`src/perc_pkg.sv`:
```
// ----------------------------------------------------------------------------
// Printer escape raster capture package
// Shared types, character codes and event codes for the capture unit.
// ----------------------------------------------------------------------------
package perc_pkg;

    // Default image buffer size in bytes
    localparam int unsigned IMAGE_BYTES_DEF = 65536;

    localparam int unsigned IN_TDATA_W  = 8;
    localparam int unsigned OUT_FIELD_W = 82;
    localparam int unsigned OUT_TDATA_W = 88;

    // Character codes
    localparam logic [7:0] CH_ESC       = 8'd27;
    localparam logic [7:0] CH_SPACE     = 8'd32;
    localparam logic [7:0] CH_INTER_LO  = 8'd33;
    localparam logic [7:0] CH_INTER_HI  = 8'd47;
    localparam logic [7:0] CH_DIGIT_LO  = 8'd48;
    localparam logic [7:0] CH_DIGIT_HI  = 8'd57;
    localparam logic [7:0] CH_UPPER_LO  = 8'd64;
    localparam logic [7:0] CH_UPPER_HI  = 8'd94;
    localparam logic [7:0] CH_LOWER_LO  = 8'd96;
    localparam logic [7:0] CH_LOWER_HI  = 8'd126;
    localparam logic [7:0] CH_PLUS      = 8'd43;
    localparam logic [7:0] CH_MINUS     = 8'd45;
    localparam logic [7:0] CH_STAR      = 8'd42;
    localparam logic [7:0] CH_B_LOWER   = 8'd98;
    localparam logic [7:0] CH_R_LOWER   = 8'd114;
    localparam logic [7:0] CH_W_UPPER   = 8'd87;
    localparam logic [7:0] CH_A_UPPER   = 8'd65;
    localparam logic [7:0] CH_B_UPPER   = 8'd66;
    localparam logic [7:0] CH_C_UPPER   = 8'd67;

    localparam logic [15:0] ARG_MAX  = 16'hFFFF;
    localparam logic [15:0] ROWS_MAX = 16'hFFFF;

    typedef enum logic [1:0] {
        PH_TEXT  = 2'd0,
        PH_ESC   = 2'd1,
        PH_INTER = 2'd2,
        PH_ARG   = 2'd3
    } t_phase;

    typedef enum logic [3:0] {
        EV_NONE      = 4'd0,
        EV_PRINTABLE = 4'd1,
        EV_NONPRINT  = 4'd2,
        EV_TWOCHAR   = 4'd3,
        EV_LOWER     = 4'd4,
        EV_ROW_START = 4'd5,
        EV_GFX_START = 4'd6,
        EV_GFX_END   = 4'd7,
        EV_OTHER     = 4'd8,
        EV_RASTER    = 4'd9
    } t_event;

endpackage

```
`src/printer_escape_raster_capture_unit.sv`:
```
// ----------------------------------------------------------------------------
// Printer escape raster capture unit
// Parses a printer command byte stream and reports one result per byte.
// ----------------------------------------------------------------------------
// Usage:
//   Slave channel (i_s_axis_*) carries one command-stream byte per transfer.
//   Master channel (o_m_axis_*) carries exactly one result per input byte,
//   in input order. Each result reports the event for that byte (text,
//   escape-sequence decode, raster row start, graphics start/end, raster
//   data byte), the echoed byte, the image write address with its wrap
//   flag, the parsed argument, and the current row width, row count and
//   graphics flag.
// Path: each byte passes the input register, then the result register,
//   before its result shows valid on the master channel.
// Throughput: one byte per cycle while the receiver keeps tready high. All
//   decode work for a byte is a few compares, a times-ten add and counter
//   updates between the input register and the result register.
// Stall: when the receiver holds tready low, the result register holds; the
//   input register still takes one more byte if empty, then tready drops.
// Reset: synchronous, active low; parser returns to text phase, all
//   counters, width, argument and graphics flag clear, both stages empty.
// ----------------------------------------------------------------------------
module printer_escape_raster_capture_unit #(
    parameter int unsigned IMAGE_BYTES = perc_pkg::IMAGE_BYTES_DEF
) (
    input  logic                               i_clk,
    input  logic                               i_rst_n,
    input  logic                               i_s_axis_tvalid,
    output logic                               o_s_axis_tready,
    // [7:0] in_byte
    input  logic [perc_pkg::IN_TDATA_W-1:0]    i_s_axis_tdata,
    output logic                               o_m_axis_tvalid,
    input  logic                               i_m_axis_tready,
    // [3:0] event_res, [11:4] data_byte, [27:12] write_address,
    // [28] buffer_wrapped, [44:29] argument, [63:45] row_width_bits,
    // [79:64] row_count, [80] width_changed, [81] graphics_active,
    // [87:82] zero
    output logic [perc_pkg::OUT_TDATA_W-1:0]   o_m_axis_tdata
);
    import perc_pkg::*;

    // Offset counter must be able to hold IMAGE_BYTES itself
    localparam int unsigned OFS_W = $clog2(IMAGE_BYTES + 1);
    localparam logic [OFS_W-1:0] OFS_LIMIT = OFS_W'(IMAGE_BYTES);

    // ---------------- pipeline control ----------------
    logic       r_in_valid;
    logic [7:0] r_in_byte;
    logic       r_out_valid;
    logic       w_advance;
    logic       w_fire;

    assign w_advance       = !r_out_valid || i_m_axis_tready;
    assign w_fire          = r_in_valid && w_advance;
    assign o_s_axis_tready = !r_in_valid || w_advance;
    assign o_m_axis_tvalid = r_out_valid;

    // ---------------- parser state ----------------
    t_phase           r_phase, n_phase;
    logic [7:0]       r_inter, n_inter;
    logic [7:0]       r_group, n_group;
    logic [15:0]      r_arg, n_arg;
    logic             r_arg_started, n_arg_started;
    logic [15:0]      r_raster_left, n_raster_left;
    logic [OFS_W-1:0] r_offset, n_offset;
    logic [18:0]      r_width, n_width;
    logic [15:0]      r_rows, n_rows;
    logic             r_gfx, n_gfx;

    // ---------------- per-byte results ----------------
    t_event      n_ev;
    logic [15:0] n_addr;
    logic        n_wrap;
    logic [15:0] n_arg_out;
    logic        n_wchg;

    logic [OUT_FIELD_W-1:0] r_out_fields;

    // Helpers for the decode
    logic        w_sign;
    logic        w_digit;
    logic [19:0] w_arg_next;
    logic [3:0]  w_digit_val;
    logic [18:0] w_new_width;
    logic [OFS_W-1:0] w_wr_ofs;
    logic [31:0] w_ofs_ext;
    logic [15:0] w_rows_base;

    always_comb begin
        logic [7:0] c;
        c = r_in_byte;

        // hold by default
        n_phase       = r_phase;
        n_inter       = r_inter;
        n_group       = r_group;
        n_arg         = r_arg;
        n_arg_started = r_arg_started;
        n_raster_left = r_raster_left;
        n_offset      = r_offset;
        n_width       = r_width;
        n_rows        = r_rows;
        n_gfx         = r_gfx;

        n_ev      = EV_NONE;
        n_addr    = '0;
        n_wrap    = 1'b0;
        n_arg_out = '0;
        n_wchg    = 1'b0;

        w_sign      = (c == CH_PLUS) || (c == CH_MINUS);
        w_digit     = (c >= CH_DIGIT_LO) && (c <= CH_DIGIT_HI);
        w_digit_val = w_sign ? 4'd0 : 4'(c - CH_DIGIT_LO);
        // arg * 10 + digit, then saturate
        w_arg_next  = {1'b0, r_arg, 3'b000} + {3'b000, r_arg, 1'b0}
                    + {16'd0, w_digit_val};
        w_new_width = {r_arg, 3'b000};
        w_wr_ofs    = (r_offset >= OFS_LIMIT) ? '0 : r_offset;
        w_ofs_ext   = 32'(w_wr_ofs);
        w_rows_base = (r_width != w_new_width) ? 16'd0 : r_rows;

        if (r_raster_left != 16'd0) begin
            // raster data wins over any parse phase
            n_wrap        = (r_offset >= OFS_LIMIT);
            n_addr        = w_ofs_ext[15:0];
            n_offset      = w_wr_ofs + OFS_W'(1);
            n_raster_left = r_raster_left - 16'd1;
            n_ev          = EV_RASTER;
        end else begin
            case (r_phase)
                PH_TEXT: begin
                    if (c == CH_ESC) begin
                        n_phase = PH_ESC;
                    end else if (c >= CH_SPACE && c <= CH_LOWER_HI) begin
                        n_ev = EV_PRINTABLE;
                    end else begin
                        n_ev = EV_NONPRINT;
                    end
                end
                PH_ESC: begin
                    if (c >= CH_INTER_LO && c <= CH_INTER_HI) begin
                        n_inter = c;
                        n_phase = PH_INTER;
                    end else if (c >= CH_DIGIT_LO && c <= CH_LOWER_HI) begin
                        n_phase = PH_TEXT;
                        n_ev    = EV_TWOCHAR;
                    end
                end
                PH_INTER: begin
                    if (c >= CH_LOWER_LO && c <= CH_LOWER_HI) begin
                        n_group       = c;
                        n_arg         = '0;
                        n_arg_started = 1'b0;
                        n_phase       = PH_ARG;
                    end else begin
                        n_phase = PH_TEXT;
                    end
                end
                PH_ARG: begin
                    if (w_sign || w_digit) begin
                        // a leading sign is skipped
                        if (!(w_sign && !r_arg_started)) begin
                            n_arg = (w_arg_next > 20'(ARG_MAX)) ? ARG_MAX
                                                                : w_arg_next[15:0];
                        end
                        n_arg_started = 1'b1;
                    end else if (c >= CH_LOWER_LO && c <= CH_LOWER_HI) begin
                        n_arg_out     = r_arg;
                        n_arg         = '0;
                        n_arg_started = 1'b0;
                        n_ev          = EV_LOWER;
                    end else if (c >= CH_UPPER_LO && c <= CH_UPPER_HI) begin
                        n_arg_out = r_arg;
                        n_phase   = PH_TEXT;
                        n_ev      = EV_OTHER;
                        if (r_inter == CH_STAR) begin
                            if (r_group == CH_B_LOWER && c == CH_W_UPPER) begin
                                if (r_width != w_new_width) begin
                                    n_wchg   = 1'b1;
                                    n_width  = w_new_width;
                                    n_offset = '0;
                                end
                                n_rows = (w_rows_base != ROWS_MAX) ?
                                         w_rows_base + 16'd1 : w_rows_base;
                                n_raster_left = r_arg;
                                n_ev          = EV_ROW_START;
                            end else if (r_group == CH_R_LOWER) begin
                                if (c == CH_A_UPPER) begin
                                    n_gfx    = 1'b1;
                                    n_width  = '0;
                                    n_rows   = '0;
                                    n_offset = '0;
                                    n_ev     = EV_GFX_START;
                                end else if (c == CH_B_UPPER || c == CH_C_UPPER) begin
                                    n_gfx = 1'b0;
                                    n_ev  = EV_GFX_END;
                                end
                            end
                        end
                    end
                end
                default: begin
                    n_phase = PH_TEXT;
                end
            endcase
        end
    end

    // ---------------- input register ----------------
    always_ff @(posedge i_clk) begin
        if (!i_rst_n) begin
            r_in_valid <= 1'b0;
        end else if (o_s_axis_tready) begin
            r_in_valid <= i_s_axis_tvalid;
        end
        if (o_s_axis_tready) begin
            r_in_byte <= i_s_axis_tdata;
        end
    end

    // ---------------- state update ----------------
    always_ff @(posedge i_clk) begin
        if (!i_rst_n) begin
            r_phase       <= PH_TEXT;
            r_inter       <= '0;
            r_group       <= '0;
            r_arg         <= '0;
            r_arg_started <= 1'b0;
            r_raster_left <= '0;
            r_offset      <= '0;
            r_width       <= '0;
            r_rows        <= '0;
            r_gfx         <= 1'b0;
        end else if (w_fire) begin
            r_phase       <= n_phase;
            r_inter       <= n_inter;
            r_group       <= n_group;
            r_arg         <= n_arg;
            r_arg_started <= n_arg_started;
            r_raster_left <= n_raster_left;
            r_offset      <= n_offset;
            r_width       <= n_width;
            r_rows        <= n_rows;
            r_gfx         <= n_gfx;
        end
    end

    // ---------------- result register ----------------
    always_ff @(posedge i_clk) begin
        if (!i_rst_n) begin
            r_out_valid <= 1'b0;
        end else if (w_advance) begin
            r_out_valid <= r_in_valid;
        end
        if (w_fire) begin
            r_out_fields <= {n_gfx, n_wchg, n_rows, n_width, n_arg_out,
                             n_wrap, n_addr, r_in_byte, n_ev};
        end
    end

    assign o_m_axis_tdata = {(OUT_TDATA_W - OUT_FIELD_W)'(0), r_out_fields};

    // ---------------- assertions ----------------
    // Offset never runs past the buffer size
    a_offset_bound: assert property (@(posedge i_clk) disable iff (!i_rst_n)
        r_offset <= OFS_LIMIT)
        else $error("image offset beyond buffer size");

    // Width is always a whole number of bytes
    a_width_bytes: assert property (@(posedge i_clk) disable iff (!i_rst_n)
        r_width[2:0] == 3'd0)
        else $error("row width not a multiple of eight");

    // Address and wrap flag only accompany raster bytes
    a_addr_raster: assert property (@(posedge i_clk) disable iff (!i_rst_n)
        (r_out_valid && r_out_fields[3:0] != EV_RASTER) |->
        (r_out_fields[28:12] == 17'd0))
        else $error("write address on a non-raster result");

    // A width change is only reported on a row start
    a_wchg_row: assert property (@(posedge i_clk) disable iff (!i_rst_n)
        (r_out_valid && r_out_fields[80]) |-> (r_out_fields[3:0] == EV_ROW_START))
        else $error("width change outside a row start");

    // A row start with data leaves raster bytes pending
    a_row_pending: assert property (@(posedge i_clk) disable iff (!i_rst_n)
        (w_fire && n_ev == EV_ROW_START && r_arg != 16'd0) |=>
        (r_raster_left != 16'd0))
        else $error("row start did not arm raster count");

endmodule

```
`config.mk`:
```
export PLATFORM = sky130hd
export DESIGN_NAME = printer_escape_raster_capture_unit
export DESIGN_NICKNAME = d
export VERILOG_FILES = /design/src/perc_pkg.sv /design/src/printer_escape_raster_capture_unit.sv
export SDC_FILE = /design/constraint.sdc
export NUM_CORES = 1
export LEC_CHECK = 0
export ABC_CLOCK_PERIOD_IN_PS = 9600
export BUFFER_PORTS_ARGS = -buffer_cell sky130_fd_sc_hd__buf_4
export CORE_MARGIN = 1
export CORE_UTILIZATION = 35
export DETAILED_ROUTE_END_ITERATION = 7
export GPL_ROUTABILITY_DRIVEN = 0
export GPL_TIMING_DRIVEN = 0
export SYNTH_ARGS = -nofsm -noshare
export SYNTH_HDL_FRONTEND = slang
export SYNTH_SLANG_ARGS = --single-unit
```
`constraint.sdc`:
```
create_clock -name i_clk -period 9.6 [get_ports i_clk]
set_clock_uncertainty 0.2 [all_clocks]
set_input_delay 0.96 -clock i_clk [delete_from_list [all_inputs] [get_ports i_clk]]
set_output_delay 0.96 -clock i_clk [all_outputs]
set_load 0.01 [all_outputs]
```
* Word level (Yosys, flattened, before mapping)
Index checks and enable logic that the tools add are counted.
** Cells by class
- Reduce and logical (&&, ||, !) cells :: 35
- Muxes and demuxes :: 82
- $lt $le $gt $ge :: 11
- Add/sub/neg operators :: 6
- Bitwise operators :: 5
- Eq/ne operators :: 24
** Operators with widths (count)
- $mux W16 :: 24
- $mux W19 :: 10
- $mux W17 :: 11
- $eq A8 B7 Y1 const B :: 6
- $mux W4 :: 9
- $pmux W16 S2 :: 1
- $eq A8 B6 Y1 const B :: 3
- $ge A8 B6 Y1 const B :: 3
- $mux W2 :: 11
- $add A19 B17 Y20 :: 1
- $add A20 B4 Y20 :: 1
- $gt A20 B16 Y1 const B :: 1
- $ne A19 B19 Y1 :: 1
- $add A17 B1 Y17 const B :: 1
- $ge A17 B17 Y1 const B :: 1
- $add A16 B1 Y16 const B :: 1
- $ge A8 B7 Y1 const B :: 2
- $le A8 B6 Y1 const B :: 2
- $le A8 B7 Y1 const B :: 2
- $ne A16 B16 Y1 const B :: 1
- $reduce_bool A16 Y1 :: 1
- $sub A16 B1 Y16 const B :: 1
- $reduce_and A7 Y1 :: 2
- $mux W1 :: 13
- 21 further kinds :: 54
** Word-level totals
- Bits in registers :: 196
- Word-level logic and storage cells :: 181

* Depth between registers and ports, before layout
- Word-level depth :: 12
- Mapped depth :: 15
- Depth with buffers taken out :: 13

* Worst setup path before layout
Ideal clock, no wire load.
- Kind :: in2reg
- Start point :: input port i_m_axis_tready
- End point :: register r_rows[3]
- Setup slack :: 4.335 ns
- Data required time :: 9.272 ns
- Setup time :: 0.128 ns
- Arrival :: 4.937 ns
- Stages on the path :: 8
- Cell sequence :: nor2b_1 nand2b_1 buf_2 clkinv_1 clkbuf_1 nand2_1 a22oi_1 nor2_1
** On the way
- Longest elaborated chain between the ends :: 2
** Ends and longest elaborated chain
- start, declared :: line printer_escape_raster_capture_unit.sv:33 : input logic i_m_axis_tready,
- $logic_or A1 B1 Y1 :: line printer_escape_raster_capture_unit.sv:53 : assign w_advance = !r_out_valid || i_m_axis_tready;
- $logic_and A1 B1 Y1 :: line printer_escape_raster_capture_unit.sv:54 : assign w_fire = r_in_valid && w_advance;
- via w_fire :: line printer_escape_raster_capture_unit.sv:51 : logic w_fire;
- end signal, assigned :: line printer_escape_raster_capture_unit.sv:243 : r_rows <= n_rows;
- end, declared :: line printer_escape_raster_capture_unit.sv:67 : logic [15:0] r_rows, n_rows;
The timed path passes the listed nets, and every way through them passes these cells.
A chain may end at the register's enable or synchronous reset.

* Worst setup path after layout
- Start point :: register r_in_byte[3]
- End point :: register r_arg[11]
** On the way
- Longest elaborated chain between the ends :: 9
- Elaborated cells between the ends (all ways) :: 22
- Classes of those cells :: add/sub: 2; order compare: 5; eq/ne: 3; mux: 6; reduce/logical: 6
** Ends and longest elaborated chain
- start, declared :: line printer_escape_raster_capture_unit.sv:48 : logic [7:0] r_in_byte;
- start signal, assigned :: line printer_escape_raster_capture_unit.sv:217 : r_in_byte <= i_s_axis_tdata;
- parallel branches: the longest is 9 deep, another holds $add A20 B4 Y20
- end signal, assigned :: line printer_escape_raster_capture_unit.sv:238 : r_arg <= n_arg;
- end, declared :: line printer_escape_raster_capture_unit.sv:62 : logic [15:0] r_arg, n_arg;
Parallel ways; which one is timed is not known. The select of a mux whose other input is x is not followed.

==> metrics <==
wire per inst 17.1 um; critical path peak fanout 10; Post-CTS Setup Bufs 0; crit share post-route 48.9%; normalized max-slew margin 47.9%; first-pass GRT wire length 43300 um; antenna cell count 0; Core Util, Final 42.2%; leakage power figure 4.58 nW; fraction of registers with async set/reset 0%; Hold Slack 252 ps; M2 GR Usage 28.4%; library cells used by synthesis 82; CTS sink count 196; clock latency on the worst-skew pair 440 ps; gr busiest metal met2; dpl ws 4960 ps; H-tree levels 4; num rows 62; hold bufs inserted after CTS 0; Area contributors post-synth edfxtp_1, dfxtp_1, nor2_1; chip width 173 um; IO Count 102; GRT Resource Usage Total 18.2%; fraction of layout cells with a size suffix above 1 15.2%; minimum clock period 4690 ps; DRT antenna net count 0; reg2reg start r_in_byte[3]; Buffers on Ports 95; crit path launch type flip-flop; DRT Wirelength 27300 um; CP required 9720 ps; final hold violations 0; area of the multi-input gates 0.00506 sq mm; ys flop type dfxtp_1; die height 173 um; CTS tree built; max-cap violations 0; Nets 1247; M3 GR Usage 2.74%; reg2reg setup slack 4910 ps; Final Cell Area 0.0121 sq mm; Storage cell area 0.00482 sq mm; drt first pass iters 8; Post-Syn Instances 1079; Setup Crit Path Kind flip-flop to flip-flop; initial antenna violation count 0; post-CTS resize count 0; max-slew violations 0; clk buf depth 2; Cell Area, Synth 0.0103 sq mm; register area share after synthesis 47.0%; dpl cells 1564; die area 0.0300 sq mm; endpoints failing setup 0; largest net degree at the start of global routing 68; Filler Cell Count 2790; RSZ-0062 raised after global routing false; share of the synthesized area in the top cell type 26.3%; routing usage on met1 25.4%; via count 8549; routed vias/inst 5.36; Warnings, synthesis 0; post-DP HPWL 19600 um; Hold Crit Depth 2; hold path startpoint r_group[6]; residual DRC count 0; CTS Buf Count 17; cell taking the most area after synthesis edfxtp_1; Syn Area/Cell 9.52 sq um; Post-Place Cell Area 0.0115 sq mm; worst slew pin tran 782 ps; worst min-delay path category flip-flop to flip-flop; Register-to-Register Path Depth 14; core area 0.0288 sq mm; vias in the first global route 7888; status finished clean; R2R Path End r_arg[11]; Finished Layout Cells 1596; Max VDD drop 0.0894 mV; Arrival @ worst endpoint 4810 ps; Root Driver clkbuf_16; area delta synth->final 18.3%; Post-synth EDFFs 90; Iteration-0 DRC Markers 824; Worst setup EP type flip-flop; Pwr Total 1.75 mW; power per cell area 144 mW/mm^2; Initial Util 35.7%; clock-pin slew on the worst setup and hold paths 70 ps; number of synthesized register bits 196; Hold Path End r_group[6]; GRT overflow 0; FMAX 0.213 GHz; Setup WS post-layout 4910 ps; final setup TNS 0 ps
worst max-delay path, cell delays in order, from the launching register on:
cell	delay (ps)
edfxtp_1	350
clkbuf_1	460
and2_1	320
nand3_1	130
and2_1	200
fa_1	380
ha_1	350
a21oi_1	110
a2111oi_2	610
o21ai_0	250
a311o_1	390
a221oi_4	370
buf_4	250
or2_1	110
o211ai_1	80
where the power goes:
group | switching (mW) | total [mW] | leakage (nW) | internal, mW
combinational | 0.0517 | 0.0853 | 2.60 | 0.0336
sequential | 0.00765 | 0.898 | 1.67 | 0.890
clock | 0.335 | 0.771 | 0.312 | 0.436
total | 0.394 | 1.75 | 4.58 | 1.36
layout by cell type, fill, tap and decap left out, types with 23 or more instances in the layout:
master    Yosys  layout
a21oi_1      81      81
and2_1       48      48
buf_4         9     104
clkbuf_1     40      40
dfxtp_1     106     106
edfxtp_1     90      90
ha_1         34      34
inv_1        27      27
nand2_1      78      78
nand3_1      37      37
nor2_1      117     117
nor3_1       23      23
o21ai_0      62      62
registers in the layout (all words and copies together), names as in the netlist, 16 cells and up:
| name | cells |
|---|---|
| r_offset | 17 |
| r_raster_left | 16 |
| r_out_fields | 82 |
| r_rows | 16 |
| r_width | 19 |
| r_arg | 16 |
how the worst max path moves through the flow:
stage | from | endpoint | depth (start not counted)
after floorplan | i_m_axis_tready | r_rows[3] | 8
final | r_in_byte[3] | r_arg[11] | 14
after CTS | r_in_byte[3] | r_arg[11] | 14
after global placement | i_m_axis_tready | r_width[18] | 9
after global routing | r_in_byte[3] | r_arg[11] | 14
after detailed placement | r_in_byte[3] | r_arg[11] | 14
metal layers:
layer	up-vias	wire [um]
li1	4203	-
met1	4043	12900
met2	261	12400
met3	42	1350
met4	0	709
met5	-	0
cell families (layout without fill, tap and decap cells):
group                      Yosys count  after routing  share of synthesized area, %
and+or+nand+nor                    422            422                          21.9
AOI/OAI and AO/OA                  288            288                          18.6
DFF                                196            196                          47.0
buffers and inverters               91            219                          3.89
adders and majority gates           36             36                          4.53
xor gates and xnor gates            29             29                          2.47
muxes                               16             16                          1.58
other                                1              6                        0.0365
synth_stat cells (13+ instances only):
cell type / instances
ha_1: 34
edfxtp_1: 90
dfxtp_1: 106
a22oi_1: 22
buf_2: 13
nand3_1: 37
a22o_1: 17
mux2i_1: 14
a21oi_1: 81
and3_1: 20
a31oi_1: 17
nand4_1: 14
nor3_1: 23
nor2_1: 117
o21ai_0: 62
nand2_1: 78
xnor2_1: 20
or3_1: 14
clkbuf_1: 40
inv_1: 27
and2_1: 48
final cells by class:
type                       count  share of cell area, %
clock buffer                  22                   4.17
clock inverter                10                   1.07
multi-input combinational    797                   41.7
sequential                   196                   39.7
timing repair buffer          96                   6.10
inverter                      28                  0.865
buffer                        63                   2.45
tap                          384                   3.95
Note: power is estimated with default switching activity, not from simulation.
